[src/rtl/core/lpfr_pkg.sv]
// Shared types, codes and sizes for the length-prefixed fragment reassembly block.
// No dependencies.
`default_nettype none

package lpfr_pkg;

    localparam int BUF_BYTES = 16384;
    localparam int BUF_AW    = $clog2(BUF_BYTES);
    localparam int FILL_W    = 15;

    localparam logic [31:0] BUF_BYTES_W       = 32'(BUF_BYTES);
    localparam logic [11:0] HDR_BYTES         = 12'd4;
    localparam logic [11:0] MIN_FIRST_BYTES   = 12'd6;
    localparam logic [23:0] TOTAL_LIMIT_RESET = 24'd10485760;

    // opcodes
    localparam logic [1:0] OP_FRAG  = 2'd0;
    localparam logic [1:0] OP_CLEAR = 2'd1;
    localparam logic [1:0] OP_READ  = 2'd2;

    // result status codes
    localparam logic [2:0] ST_FIRST_OK  = 3'd0;
    localparam logic [2:0] ST_APPENDED  = 3'd1;
    localparam logic [2:0] ST_TOO_SHORT = 3'd2;
    localparam logic [2:0] ST_TOO_LARGE = 3'd3;
    localparam logic [2:0] ST_OVERFLOW  = 3'd4;
    localparam logic [2:0] ST_CLEARED   = 3'd5;
    localparam logic [2:0] ST_READ      = 3'd6;

    typedef struct packed {
        logic [1:0]        op;
        logic [7:0]        data_byte;
        logic              frag_first;
        logic              frag_last;
        logic [11:0]       frag_length;
        logic [BUF_AW-1:0] read_address;
    } t_in_item;

    typedef struct packed {
        logic              we;
        logic [BUF_AW-1:0] waddr;
        logic [7:0]        wdata;
        logic              re;
        logic [BUF_AW-1:0] raddr;
    } t_mem_cmd;

    typedef struct packed {
        logic              vld;
        logic [2:0]        status;
        logic [FILL_W-1:0] fill;
        logic [31:0]       total;
        logic              is_read;
    } t_result;

endpackage

`default_nettype wire

[src/rtl/core/lpfr_ctrl.sv]
// Fragment state tracking: header capture, length checks, buffer write/read commands.
// Depends on lpfr_pkg.
`default_nettype none

module lpfr_ctrl (
    input  wire logic               i_clk,
    input  wire logic               i_rst_n,
    input  wire logic               i_fire,
    input  wire lpfr_pkg::t_in_item i_item,
    input  wire logic [23:0]        i_max_total,
    output lpfr_pkg::t_mem_cmd      o_cmd,
    output lpfr_pkg::t_result       o_res
);

    logic [lpfr_pkg::FILL_W-1:0] r_fill, n_fill;
    logic [31:0] r_total, n_total;
    logic [31:0] r_hs, n_hs;
    logic [11:0] r_off, n_off;
    logic [11:0] r_len, n_len;
    logic        r_isf, n_isf;
    logic        r_rej, n_rej;

    // state as seen after a fragment start restarts it
    logic [11:0] e_off, e_len;
    logic [31:0] e_hs;
    logic        e_isf, e_rej;
    logic        hdr_rej;
    logic [2:0]  hdr_status;
    logic [31:0] wsum;
    logic [31:0] append_end;

    always_comb begin
        n_fill = r_fill;
        n_total = r_total;
        n_hs = r_hs;
        n_off = r_off;
        n_len = r_len;
        n_isf = r_isf;
        n_rej = r_rej;
        o_cmd = '0;
        o_res = '0;
        e_off = r_off;
        e_len = r_len;
        e_hs = r_hs;
        e_isf = r_isf;
        e_rej = r_rej;
        hdr_rej = 1'b0;
        hdr_status = lpfr_pkg::ST_TOO_LARGE;
        wsum = '0;
        append_end = {17'd0, r_fill} + {20'd0, i_item.frag_length};
        o_cmd.wdata = i_item.data_byte;
        o_cmd.raddr = i_item.read_address;

        if (i_fire) begin
            case (i_item.op)
                lpfr_pkg::OP_CLEAR: begin
                    n_fill = '0;
                    n_total = '0;
                    n_hs = '0;
                    n_off = '0;
                    n_len = '0;
                    n_isf = 1'b0;
                    n_rej = 1'b0;
                    o_res.vld = 1'b1;
                    o_res.status = lpfr_pkg::ST_CLEARED;
                end
                lpfr_pkg::OP_READ: begin
                    o_cmd.re = 1'b1;
                    o_res.vld = 1'b1;
                    o_res.status = lpfr_pkg::ST_READ;
                    o_res.is_read = 1'b1;
                end
                lpfr_pkg::OP_FRAG: begin
                    if (i_item.frag_first) begin
                        e_len = i_item.frag_length;
                        e_off = '0;
                        e_hs = '0;
                        e_rej = 1'b0;
                        e_isf = (r_fill == '0);
                    end
                    n_len = e_len;
                    n_off = e_off;
                    n_hs = e_hs;
                    n_isf = e_isf;
                    n_rej = e_rej;

                    if (i_item.frag_first && e_isf &&
                        (i_item.frag_length < lpfr_pkg::MIN_FIRST_BYTES)) begin
                        n_rej = 1'b1;
                        if (i_item.frag_last) begin
                            n_len = '0;
                        end
                        o_res.vld = 1'b1;
                        o_res.status = lpfr_pkg::ST_TOO_SHORT;
                    end else if (i_item.frag_first && !e_isf &&
                                 (append_end > lpfr_pkg::BUF_BYTES_W)) begin
                        n_rej = 1'b1;
                        if (i_item.frag_last) begin
                            n_len = '0;
                        end
                        o_res.vld = 1'b1;
                        o_res.status = lpfr_pkg::ST_OVERFLOW;
                    end else if (!i_item.frag_first && r_len == '0) begin
                        // orphan byte, no fragment open
                    end else if (e_rej) begin
                        if (i_item.frag_last) begin
                            n_len = '0;
                        end
                    end else begin
                        if (e_off < e_len) begin
                            n_off = e_off + 12'd1;
                            if (e_isf) begin
                                if (e_off < lpfr_pkg::HDR_BYTES) begin
                                    n_hs = {e_hs[23:0], i_item.data_byte};
                                    if (e_off == lpfr_pkg::HDR_BYTES - 12'd1) begin
                                        if (n_hs > {8'd0, i_max_total} ||
                                            n_hs > lpfr_pkg::BUF_BYTES_W) begin
                                            hdr_rej = 1'b1;
                                        end else if ({20'd0, e_len} - 32'd4 >
                                                     lpfr_pkg::BUF_BYTES_W) begin
                                            hdr_rej = 1'b1;
                                            hdr_status = lpfr_pkg::ST_OVERFLOW;
                                        end
                                    end
                                end else begin
                                    wsum = {17'd0, r_fill} + {20'd0, e_off} -
                                           {20'd0, lpfr_pkg::HDR_BYTES};
                                    o_cmd.we = (wsum < lpfr_pkg::BUF_BYTES_W);
                                end
                            end else begin
                                wsum = {17'd0, r_fill} + {20'd0, e_off};
                                o_cmd.we = (wsum < lpfr_pkg::BUF_BYTES_W);
                            end
                        end
                        o_cmd.waddr = wsum[lpfr_pkg::BUF_AW-1:0];

                        if (hdr_rej) begin
                            n_rej = 1'b1;
                            if (i_item.frag_last) begin
                                n_len = '0;
                            end
                            o_res.vld = 1'b1;
                            o_res.status = hdr_status;
                        end else if (i_item.frag_last) begin
                            n_len = '0;
                            o_res.vld = 1'b1;
                            if (e_isf) begin
                                if (n_off < lpfr_pkg::MIN_FIRST_BYTES) begin
                                    n_rej = 1'b1;
                                    o_res.status = lpfr_pkg::ST_TOO_SHORT;
                                end else begin
                                    n_fill = {3'd0, n_off - lpfr_pkg::HDR_BYTES};
                                    n_total = n_hs;
                                    o_res.status = lpfr_pkg::ST_FIRST_OK;
                                end
                            end else begin
                                n_fill = r_fill + {3'd0, n_off};
                                o_res.status = lpfr_pkg::ST_APPENDED;
                            end
                        end
                    end
                end
                default: begin
                end
            endcase
        end

        o_res.fill = n_fill;
        o_res.total = n_total;
    end

    always_ff @(posedge i_clk) begin
        if (!i_rst_n) begin
            r_fill <= '0;
            r_total <= '0;
            r_hs <= '0;
            r_off <= '0;
            r_len <= '0;
            r_isf <= 1'b0;
            r_rej <= 1'b0;
        end else begin
            r_fill <= n_fill;
            r_total <= n_total;
            r_hs <= n_hs;
            r_off <= n_off;
            r_len <= n_len;
            r_isf <= n_isf;
            r_rej <= n_rej;
        end
    end

endmodule

`default_nettype wire

[config.mk]
export PLATFORM = sky130hd
export DESIGN_NAME = lpfr_ctrl
export DESIGN_NICKNAME = d
export VERILOG_FILES = /design/src/rtl/core/lpfr_pkg.sv /design/src/rtl/core/lpfr_ctrl.sv
export SDC_FILE = /design/constraint.sdc
export NUM_CORES = 1
export LEC_CHECK = 0
export ABC_AREA = 0
export BUFFER_PORTS_ARGS = -buffer_cell sky130_fd_sc_hd__clkbuf_2
export CORE_MARGIN = 5
export CORE_UTILIZATION = 25
export DETAILED_ROUTE_END_ITERATION = 7
export PLACE_DENSITY = 0.54
export SKIP_CTS_REPAIR_TIMING = 1
export SYNTH_ARGS = -nofsm -noshare
export SYNTH_HDL_FRONTEND = slang
export SYNTH_SLANG_ARGS = --single-unit
[constraint.sdc]
create_clock -name i_clk -period 8.87 [get_ports i_clk]
set_clock_uncertainty 0.15 [all_clocks]
set_input_delay 1.774 -clock i_clk [delete_from_list [all_inputs] [get_ports i_clk]]
set_output_delay 1.774 -clock i_clk [all_outputs]
set_load 0.1 [all_outputs]
==> results of run 1 <==
[registers in the layout (all words and copies together), names as in the netlist]
name,count
r_off,12
r_fill,15
r_total,32
r_hs,32
r_rej,1
r_len,12
r_isf,1
[layout make-up]
cell class              count  area [um^2]  area share, %
repair buffers            165         1902          15.26
inverters                  68        255.2          2.048
well taps                 518        648.1          5.201
flip-flops and latches    105         2102          16.87
multi-input cells        1074         7236          58.06
clock buffers               9        225.2          1.807
clock inverters             7        93.84         0.7530
[worst paths after layout]
path	start	endpoint	slack [ps]
worst max-delay path	i_item[27]	o_res[43]	240
worst min register to register	r_hs[31]	r_hs[31]	310
worst min-delay path	r_hs[31]	r_hs[31]	310
worst max register to register	r_off[8]	r_fill[10]	3830
[power by group]
part	internal, mW	switching (mW)	leakage (nW)
logic	0.106	0.232	4.03
registers	0.474	0.00658	0.846
clock network	0.228	0.216	0.153
total	0.808	0.455	5.03
[worst reg2reg max path, cell delays in order, from the launching register on]
cell	delay [ps]
dfxtp_1	490
nor2b_1	320
ha_1	290
and4_1	170
a211o_1	400
a2111oi_1	480
xnor2_1	170
nor2_1	270
ha_1	350
a21o_1	200
a21o_1	190
or3_1	310
o21a_1	200
xor2_1	150
nor2_1	70
a221oi_1	440
a2bb2oi_4	200
and2_1	130
[Yosys cell counts (5+ instances only)]
cell type  number  area, um^2
xor2_1         16       140.1
and3_1          8       50.05
o21bai_1        5       37.54
clkbuf_1       54       202.7
a21oi_1        85       425.4
nor3b_1         7       52.55
a22o_1         34       297.8
a21o_1         16       120.1
and2_1         11       68.82
nor4_1         16       100.1
o21ai_1         6       30.03
a2bb2oi_1      16       140.1
ha_1           70       875.8
mux2_2         11       123.9
buf_4          27       202.7
xnor2_1        34       297.8
nand2b_1       14       87.58
o211ai_1       14       105.1
buf_2          11       55.05
a22oi_1        27       202.7
or3_1           7       43.79
a31oi_1        12       75.07
o21ai_0       116       580.6
o31ai_1         7       52.55
o21a_1          9       67.56
a211oi_1       11       82.58
nand3_1        27       135.1
dfxtp_1       105        2102
nor2_1        100       375.4
o211a_1         5       50.05
nor2b_1        30       187.7
nand4_1        19       118.9
inv_1          66       247.7
nand2_1       178       668.1
o22ai_1         5       31.28
a32oi_1         6       52.55
mux2i_1        33       330.3
nor3_1         30       150.1
[kinds of logic after synthesis]
| kind of cell | count (synthesis) |
|---|---|
| compound gates | 429 |
| xor+xnor | 50 |
| fa+ha+maj | 74 |
| buf+inv | 161 |
| flops | 105 |
| mux | 44 |
| simple gates | 477 |
[routing by layer]
metal	track usage (%)	wire length (um)
met4	6.503	1354
met1	22.47	16960
met3	3.524	2714
met5	0	13
met2	27.13	17620
[metrics by stage]
stage | cells | hold slack [ps]
after CTS | 1946 | 308.0
after floorplan | 1340 | 282.2
after global placement | 1930 | 290.9
after detailed placement | 1930 | 297.9
final | 1946 | 309.9
after global routing | 1946 | 328.2
==> flow_metrics.py, run 1 <==
metrics = {
    "setup_path": {
        "cp.arrival_ps": 6700,
        "worstSetupPathDepth": 20,
        "worst-path-buf-inv": 3,
        "worstPathMaxFanout": 37,
        "r2r_cells": 17,
        "critPathMaxStageDelay_ps": 480,
        "crit_required_ps": 6950,
        "path_delay_family": "compound AO/OA/AOI/OAI gates",
        "path_class": "input pin to output pin",
        "crit_slowest_cell": "a2111oi_1",
        "start_kind": "input pin",
        "worstPathCellList": "clkbuf_2, buf_12, mux2i_1, ha_1, a211oi_1, nor2_1, a211o_1, a2111oi_1, xnor2_1, nor2_1, ha_1, a21o_1, a21o_1, or3_1, o21a_1, xor2_1, nor2_1, a221oi_1, a2bb2oi_4, buf_12",
        "end_kind": "output pin",
        "critPathMostFrequentCell": "nor2_1",
    },
    "floorplan": {
        "ios": 155,
        "die_h_um": 208.7,
        "die_width_um": 208.7,
        "initial_core_util_pct": 25.43,
        "die_area_mm2": 0.04356,
        "core-area_mm2": 0.03883,
        "num_rows": 72,
    },
    "synth": {
        "syn-num-nets": 1478,
        "postSynthAreaPerCell_um2": 7.367,
        "synth_edf_count": 0,
        "synth_fa_ha_area_share_pct": 9.582,
        "synth_top_family_by_area": "compound AO/OA/AOI/OAI gates",
        "synth-xor-area-share_pct": 4.436,
        "syn_inst": 1340,
        "ys_ff_latch": 105,
        "ys_seq_area_share_pct": 21.29,
        "synthMuxAreaShare_pct": 4.601,
        "synth_compound_area_share_pct": 29.47,
        "yosysWarnings": 0,
        "synth_area_mm2": 0.009872,
        "yosysUniqueCellTypes": 88,
        "synth-simple-area-share_pct": 23.33,
        "synthFlopType": "dfxtp_1",
        "async_reset_ff_share_pct": 0,
    },
    "clocking": {
        "clock_latency_ps": 380,
        "clkTransAtPathRegs_ps": 80,
        "clock_sinks": 105,
        "clk_path_buf_depth": 2,
        "root_buffer": "clkbuf_16",
        "cts_made_buffers": 9,
        "cts_max_level": 3,
        "tritoncts": "done",
    },
    "drt": {
        "route.detailed.drc": 0,
        "dr.pass1.iters": 5,
        "vias": 10520,
        "ant_nets": 0,
        "drt_iter0_markers": 872,
        "wirelength_mm": 38.65,
        "wl_per_cell_um": 19.86,
        "viasPerCell": 5.407,
    },
    "power_and_ir_drop": {
        "ir_worst_vdd_v": 0.00009676,
        "power.density_mw_per_mm2": 101.4,
        "power_mw": 1.263,
        "p_leak_nw": 5.033,
    },
    "final_layout": {
        "final_cell_mix": "178 x nand2_1, 105 x dfxtp_1, 96 x nor2_1",
        "postLayoutCoreUtil_pct": 32.10,
        "final_layout_size_suffix_gt1_share_pct": 18.00,
        "antenna_cells": 0,
        "final_area_mm2": 0.01246,
        "fillers": 4091,
        "nNetsFinal": 1561,
        "area_delta_synth_final_pct": 26.24,
        "final_common_cell": "nand2_1",
    },
    "hold_path": {
        "holdCritPathClass": "register to register",
        "min_path_cells": 2,
    },
    "timing": {
        "fmax_mhz": 115.9,
        "period_needed_ps": 8628,
        "setup-violations-final": 0,
        "rsz0062_at_grt": "true",
        "hold_viol": 0,
        "drv_slew": 0,
        "slew_headroom_pct": 29.16,
        "tightest_slew_ps": 1063,
        "fin_ws_ps": 242.3,
        "fin_crit_sh_pct": 97.27,
        "tns_ps": 0,
    },
    "global_routing": {
        "grt_pass1_vias": 10040,
        "grt_pass1_wl_mm": 59.24,
        "grt_max_degree": 50,
        "grtUsageTotal_pct": 16.95,
        "antenna_found_initial": 1,
        "overflow": 0,
    },
    "job": {
        "cap_violations": 0,
    },
    "place": {
        "gp_congestion": 0.9639,
        "dpl_cell_area_mm2": 0.01214,
        "io_buffers": 126,
        "place_ws_ps": 217.1,
        "hpwl_mm": 29.83,
    },
    "status": {
        "status": "complete, no violations",
    },
}
Note: power is estimated with default switching activity, not from simulation.
==> run 2: changes to the inputs <==
==> constraint.sdc (replaced) <==
create_clock -name i_clk -period 9.11 [get_ports i_clk]
set_clock_uncertainty 0.15 [all_clocks]
set_input_delay 1.822 -clock i_clk [delete_from_list [all_inputs] [get_ports i_clk]]
set_output_delay 1.822 -clock i_clk [all_outputs]
set_load 0.1 [all_outputs]
==> flow_metrics.py, run 2 (synthesized netlist as in run 1, its figures left out) <==
metrics = {
    "power_and_ir_drop": {
        "p_leak_nw": 4.983,
        "switching_share_pct": 37.10,
        "p_sw_uw": 448.5,
        "power.density_mw_per_mm2": 97.67,
        "power_mw": 1.209,
        "clkPwrFrac_pct": 34.5,
        "intPower_uw": 760.2,
        "comb_power_share_pct": 26.9,
        "ir_worst_vdd_v": 0.00009458,
        "p_seq_share_pct": 38.7,
    },
    "timing": {
        "fin_ws_ps": 305.4,
        "period_needed_ps": 8805,
        "fin_crit_sh_pct": 96.65,
        "hold_viol": 0,
        "tightest_slew_ps": 1025,
        "rsz0062_at_grt": "false",
        "setup-violations-final": 0,
        "fmax_mhz": 113.6,
        "slew_headroom_pct": 31.45,
        "drv_slew": 0,
    },
    "drt": {
        "vias": 10520,
        "route.detailed.drc": 0,
        "dr.pass1.iters": 6,
        "wirelength_mm": 38.78,
        "ant_nets": 0,
        "wl_per_cell_um": 19.98,
        "viasPerCell": 5.420,
        "drt_iter0_markers": 855,
    },
    "hold_path": {
        "min_path_cells": 2,
        "min_from": "r_hs[31]",
        "holdPathEnd": "r_hs[31]",
        "holdCritPathClass": "register to register",
    },
    "place": {
        "hpwl_mm": 30.04,
        "gp_congestion": 0.9506,
        "io_buffers": 126,
        "place_ws_ps": 158.5,
    },
    "final_layout": {
        "final_cell_mix": "178 x nand2_1, 105 x dfxtp_1, 96 x nor2_1",
        "postLayoutCoreUtil_pct": 31.87,
        "nNetsFinal": 1555,
        "multi_input_area_mm2": 0.007223,
        "final_common_cell": "nand2_1",
        "final_layout_size_suffix_gt1_share_pct": 17.44,
        "fillers": 4114,
        "largest_registers": "r_hs: 32 flops, r_total: 32 flops, r_fill: 15 flops",
        "ff_latch_area_mm2": 0.002102,
        "area_delta_synth_final_pct": 25.36,
    },
    "clocking": {
        "clock_sinks": 105,
        "clkTransAtPathRegs_ps": 80,
        "clock_latency_ps": 370,
        "clk_path_buf_depth": 2,
        "root_buffer": "clkbuf_16",
        "tritoncts": "done",
        "cts_max_level": 3,
        "cts_made_buffers": 9,
    },
    "setup_path": {
        "crit_slowest_cell": "or4_1",
        "path_delay_family": "compound AO/OA/AOI/OAI gates",
        "worst-path-buf-inv": 5,
        "end_kind": "output pin",
        "reg2reg_to": "r_total[19]",
        "worstPathCellList": "clkbuf_2, buf_12, buf_4, mux2i_1, ha_1, a31o_1, a211o_1, buf_4, a211oi_2, xnor2_1, ha_1, nand2_1, o21ai_0, a31oi_1, o21ai_0, a21oi_1, or3_1, or4_1, nand3_1, buf_12",
        "start_kind": "input pin",
        "r2r_slack_ps": 3680,
        "r2r-start": "r_hs[4]",
        "cp.arrival_ps": 6830,
        "worstPathMaxFanout": 21,
        "r2r_cells": 12,
        "path_class": "input pin to output pin",
        "crit_required_ps": 7140,
        "critPathMaxStageDelay_ps": 500,
    },
    "global_routing": {
        "antenna_found_initial": 1,
        "grt_pass1_wl_mm": 59.93,
        "grtUsageTotal_pct": 16.99,
        "grt_pass1_vias": 10160,
        "grt_max_degree": 50,
        "overflow": 0,
    },
    "job": {
        "cap_violations": 0,
    },
    "floorplan": {
        "num_rows": 72,
        "die_h_um": 208.7,
        "die_width_um": 208.7,
        "initial_core_util_pct": 25.43,
        "die_area_mm2": 0.04356,
        "core-area_mm2": 0.03883,
        "ios": 155,
    },
    "status": {
        "status": "complete, no violations",
    },
}
## run 2: power groups by stage
stage / combinational (mW) / clock [mW] / sequential, mW
finish: 0.325 / 0.416 / 0.467
global route: 0.347 / 0.442 / 0.468
CTS: 0.322 / 0.424 / 0.467
detailed placement: 0.321 / 0 / 0.478
global placement: 0.321 / 0 / 0.478
floorplan: 0.252 / 0 / 0.475
## run 2: worst max-delay path by stage
stage | start | to | slack, ps | depth (start not counted)
2_1_floorplan | i_item[27] | o_res[44] | -90 | 21
3_3_place_gp | i_item[27] | o_res[46] | 200 | 20
3_5_place_dp | i_item[27] | o_res[46] | 160 | 20
4_1_cts | i_item[27] | o_res[46] | 130 | 20
5_1_grt | i_item[27] | o_res[46] | 40 | 20
6_report | i_item[27] | o_res[46] | 310 | 20
## run 2: worst reg2reg max path, cell delays in order (launching register included)
cell	delay [ps]
dfxtp_1	350
nor2b_1	460
ha_1	200
nand2_1	60
nor4_1	510
nand3_1	210
a2bb2o_1	350
o311ai_1	730
nand4_1	480
a21oi_4	480
nand2_2	250
nor2_1	840
a22o_1	280
## run 2: through the flow
stage / TNS [ps] / instance area (um^2) / instances / hold slack, ps
floorplan: -87.90 / 10030 / 1340 / 282.2
global placement: 0 / 12060 / 1924 / 292.0
detailed placement: 0 / 12060 / 1924 / 302.5
CTS: 0 / 12370 / 1940 / 313.4
global route: 0 / 12380 / 1941 / 351.6
finish: 0 / 12380 / 1941 / 308.9
## run 2: final cells by class
class / count / area share [%]
Antenna cell: 1 / 0.02022
Clock buffer: 9 / 1.820
Clock inverter: 7 / 0.6471
Inverter: 68 / 2.062
Multi-Input combinational cell: 1074 / 58.37
Sequential cell: 105 / 16.99
Tap cell: 518 / 5.237
Timing Repair Buffer: 159 / 14.86
## run 2: metal layers
| layer | track usage (%) | up-vias | part of all wire [%] | wire, um |
|---|---|---|---|---|
| met2 | 27.31 | 448 | 46 | 17650 |
| met1 | 23.65 | 4992 | 45 | 17500 |
| met4 | 4.793 | 0 | 2.6 | 1011 |
| met5 | 0 | - | 0 | 0 |
| li1 | - | 5019 | - | - |
| met3 | 2.669 | 62 | 6.8 | 2619 |
==> run 3: changes to the inputs <==
--- a/config.mk
+++ b/config.mk
@@ -5,12 +5,13 @@
 export SDC_FILE = /design/constraint.sdc
 export NUM_CORES = 1
 export LEC_CHECK = 0
-export ABC_AREA = 0
+export ABC_AREA = 1
 export BUFFER_PORTS_ARGS = -buffer_cell sky130_fd_sc_hd__clkbuf_2
 export CORE_MARGIN = 5
 export CORE_UTILIZATION = 25
+export CTS_CLUSTER_SIZE = 20
 export DETAILED_ROUTE_END_ITERATION = 7
-export PLACE_DENSITY = 0.54
+export PLACE_DENSITY = 0.53
 export SKIP_CTS_REPAIR_TIMING = 1
 export SYNTH_ARGS = -nofsm -noshare
 export SYNTH_HDL_FRONTEND = slang
==> flow_metrics.py, run 3 <==
metrics = {
    "synth": {
        "async_reset_ff_share_pct": 0,
        "yosysUniqueCellTypes": 50,
        "synth_area_mm2": 0.01066,
        "syn_inst": 1823,
        "synth_commonest_cells": "562 x nand2_1, 241 x inv_1, 168 x a21oi_1",
        "synth_edf_count": 0,
        "yosys.area.top_type_share_pct": 19.79,
        "postSynthAreaPerCell_um2": 5.846,
        "ys_ff_latch": 105,
        "yosysWarnings": 0,
        "synth.most_common_cell": "nand2_1",
        "synthTopCellsByArea": "nand2_1 20%, dfxtp_1 20%, inv_1 8.5%",
        "synth_top_cell_by_area": "nand2_1",
        "synthFlopType": "dfxtp_1",
        "syn-num-nets": 1961,
        "ys_seq_area_share_pct": 19.72,
    },
    "power_and_ir_drop": {
        "power.density_mw_per_mm2": 109.4,
        "p_leak_nw": 6.382,
        "ir_worst_vdd_v": 0.00007605,
    },
    "setup_path": {
        "critPathMostFrequentCell": "nand2_1",
        "r2r_slack_ps": 4550,
        "reg2reg_to": "r_fill[14]",
        "cp.arrival_ps": 6510,
        "critPathMaxStageDelay_ps": 380,
        "end_kind": "output pin",
        "r2r_cells": 30,
        "crit_slowest_cell": "fa_1",
        "r2r-start": "r_len[11]",
        "path_class": "input pin to output pin",
        "worstPathMaxFanout": 20,
        "start_kind": "input pin",
        "crit_required_ps": 7140,
        "crit_path_start": "i_item[27]",
    },
    "place": {
        "gp_congestion": 0.8922,
        "io_buffers": 126,
        "dpl_cell_area_mm2": 0.01219,
        "hpwl_mm": 29.67,
        "place_ws_ps": 656.3,
    },
    "timing": {
        "period_needed_ps": 8483,
        "tns_ps": 0,
        "slew_headroom_pct": 45.43,
        "fmax_mhz": 117.9,
        "fin_crit_sh_pct": 93.12,
        "fin_ws_ps": 627.1,
        "setup-violations-final": 0,
        "tightest_slew_ps": 817.3,
        "rsz0062_at_grt": "false",
        "drv_slew": 0,
        "hold_viol": 0,
    },
    "global_routing": {
        "grt_max_degree": 66,
        "overflow": 0,
        "antenna_found_initial": 0,
        "grtUsageTotal_pct": 16.14,
        "grt_pass1_vias": 11170,
        "grt_pass1_wl_mm": 61.40,
    },
    "drt": {
        "viasPerCell": 4.846,
        "wl_per_cell_um": 15.88,
        "dr.pass1.iters": 5,
        "drt_iter0_markers": 785,
        "vias": 11740,
        "ant_nets": 0,
        "route.detailed.drc": 0,
        "wirelength_mm": 38.49,
    },
    "clocking": {
        "clkTransAtPathRegs_ps": 80,
        "cts_max_level": 3,
        "clock_sinks": 105,
        "clock_latency_ps": 370,
        "tritoncts": "done",
        "root_buffer": "clkbuf_16",
        "clk_path_buf_depth": 2,
        "cts_made_buffers": 9,
    },
    "final_layout": {
        "final_area_mm2": 0.01250,
        "area_delta_synth_final_pct": 17.25,
        "postLayoutCoreUtil_pct": 29.72,
        "final_layout_size_suffix_gt1_share_pct": 12.00,
        "antenna_cells": 0,
        "final_cell_mix": "562 x nand2_1, 240 x inv_1, 168 x a21oi_1",
        "nNetsFinal": 2017,
        "final_common_cell": "nand2_1",
        "largest_registers": "r_hs: 32 flops, r_total: 32 flops, r_fill: 15 flops",
    },
    "status": {
        "status": "complete, no violations",
    },
    "floorplan": {
        "initial_core_util_pct": 25.35,
        "die_width_um": 216.5,
        "core-area_mm2": 0.04204,
        "num_rows": 75,
        "die_h_um": 216.5,
        "die_area_mm2": 0.04686,
        "ios": 155,
    },
    "hold_path": {
        "holdCritPathClass": "register to register",
        "min_from": "r_hs[19]",
        "min_path_cells": 2,
        "holdPathEnd": "r_hs[19]",
    },
    "job": {
        "cap_violations": 0,
    },
}
-- run 3: cell count changes after synthesis, moves of 30 or more --
cell,previous run,this run
mux2i_1,33,0
nor2b_1,30,0
nand3_1,27,92
a22o_1,34,0
a21oi_1,85,168
nand2_1,178,562
nor2_1,100,153
inv_1,66,241
-- run 3: worst max-delay path by stage --
stage	cells after the start	slack, ps	to
3_3_place_gp	35	720	o_res[47]
2_1_floorplan	34	760	o_res[47]
6_report	35	630	o_res[47]
3_5_place_dp	35	660	o_res[47]
4_1_cts	35	650	o_res[47]
5_1_grt	35	150	o_res[47]
-- run 3: worst max-delay path, delay by kind of cell --
family | cells | cell delay [ps]
AND/OR/NAND/NOR | 22 | 2330
buffers and inverters | 7 | 1070
adder cells (fa/ha/maj) | 3 | 870
XOR/XNOR | 1 | 230
AO/OA/AOI/OAI | 2 | 150
-- run 3: power breakdown --
part / internal [mW] / total [mW] / switching, mW
Clock: 0.203 / 0.422 / 0.219
Sequential: 0.469 / 0.478 / 0.00977
Combinational: 0.129 / 0.467 / 0.338
Total: 0.800 / 1.37 / 0.567
-- run 3: through the flow --
step | power [mW] | hold WS, ps | instances
finish | 1.367 | 316.4 | 2423
global route | 1.448 | 341.9 | 2423
CTS | 1.386 | 319.3 | 2423
detailed placement | 0.9559 | 306.1 | 2407
global placement | 0.9539 | 301.3 | 2407
floorplan | 0.8550 | 295.3 | 1823
-- run 3: layout make-up --
| cell class | instances | area (um^2) |
|---|---|---|
| Clock buffer | 10 | 239.0 |
| Fill cell | 4779 | 29540 |
| Inverter | 255 | 964.7 |
| Multi-Input combinational cell | 1366 | 7062 |
| Clock inverter | 6 | 70.07 |
| Sequential cell | 105 | 2102 |
| Tap cell | 539 | 674.4 |
| Timing Repair Buffer | 142 | 1384 |
-- run 3: cells by family (layout without fill, tap and decap cells) --
kind of cell | Yosys count | in the layout | synth area share [%]
DFF | 105 | 105 | 19.72
adders and majority gates | 73 | 73 | 8.781
buffers and inverters | 352 | 413 | 14.21
AOI/OAI and AO/OA | 334 | 334 | 17.22
and+or+nand+nor | 922 | 922 | 37.03
xor gates and xnor gates | 37 | 37 | 3.041
-- run 3: routing by layer --
layer  vias up  GRT usage [%]  share of wire [%]
met1      5410          21.84                 46
met2       333          27.36                 47
met5         -              0                  0
li1       5964              -                  -
met3        36          2.372                5.5
met4         0          3.562                1.8
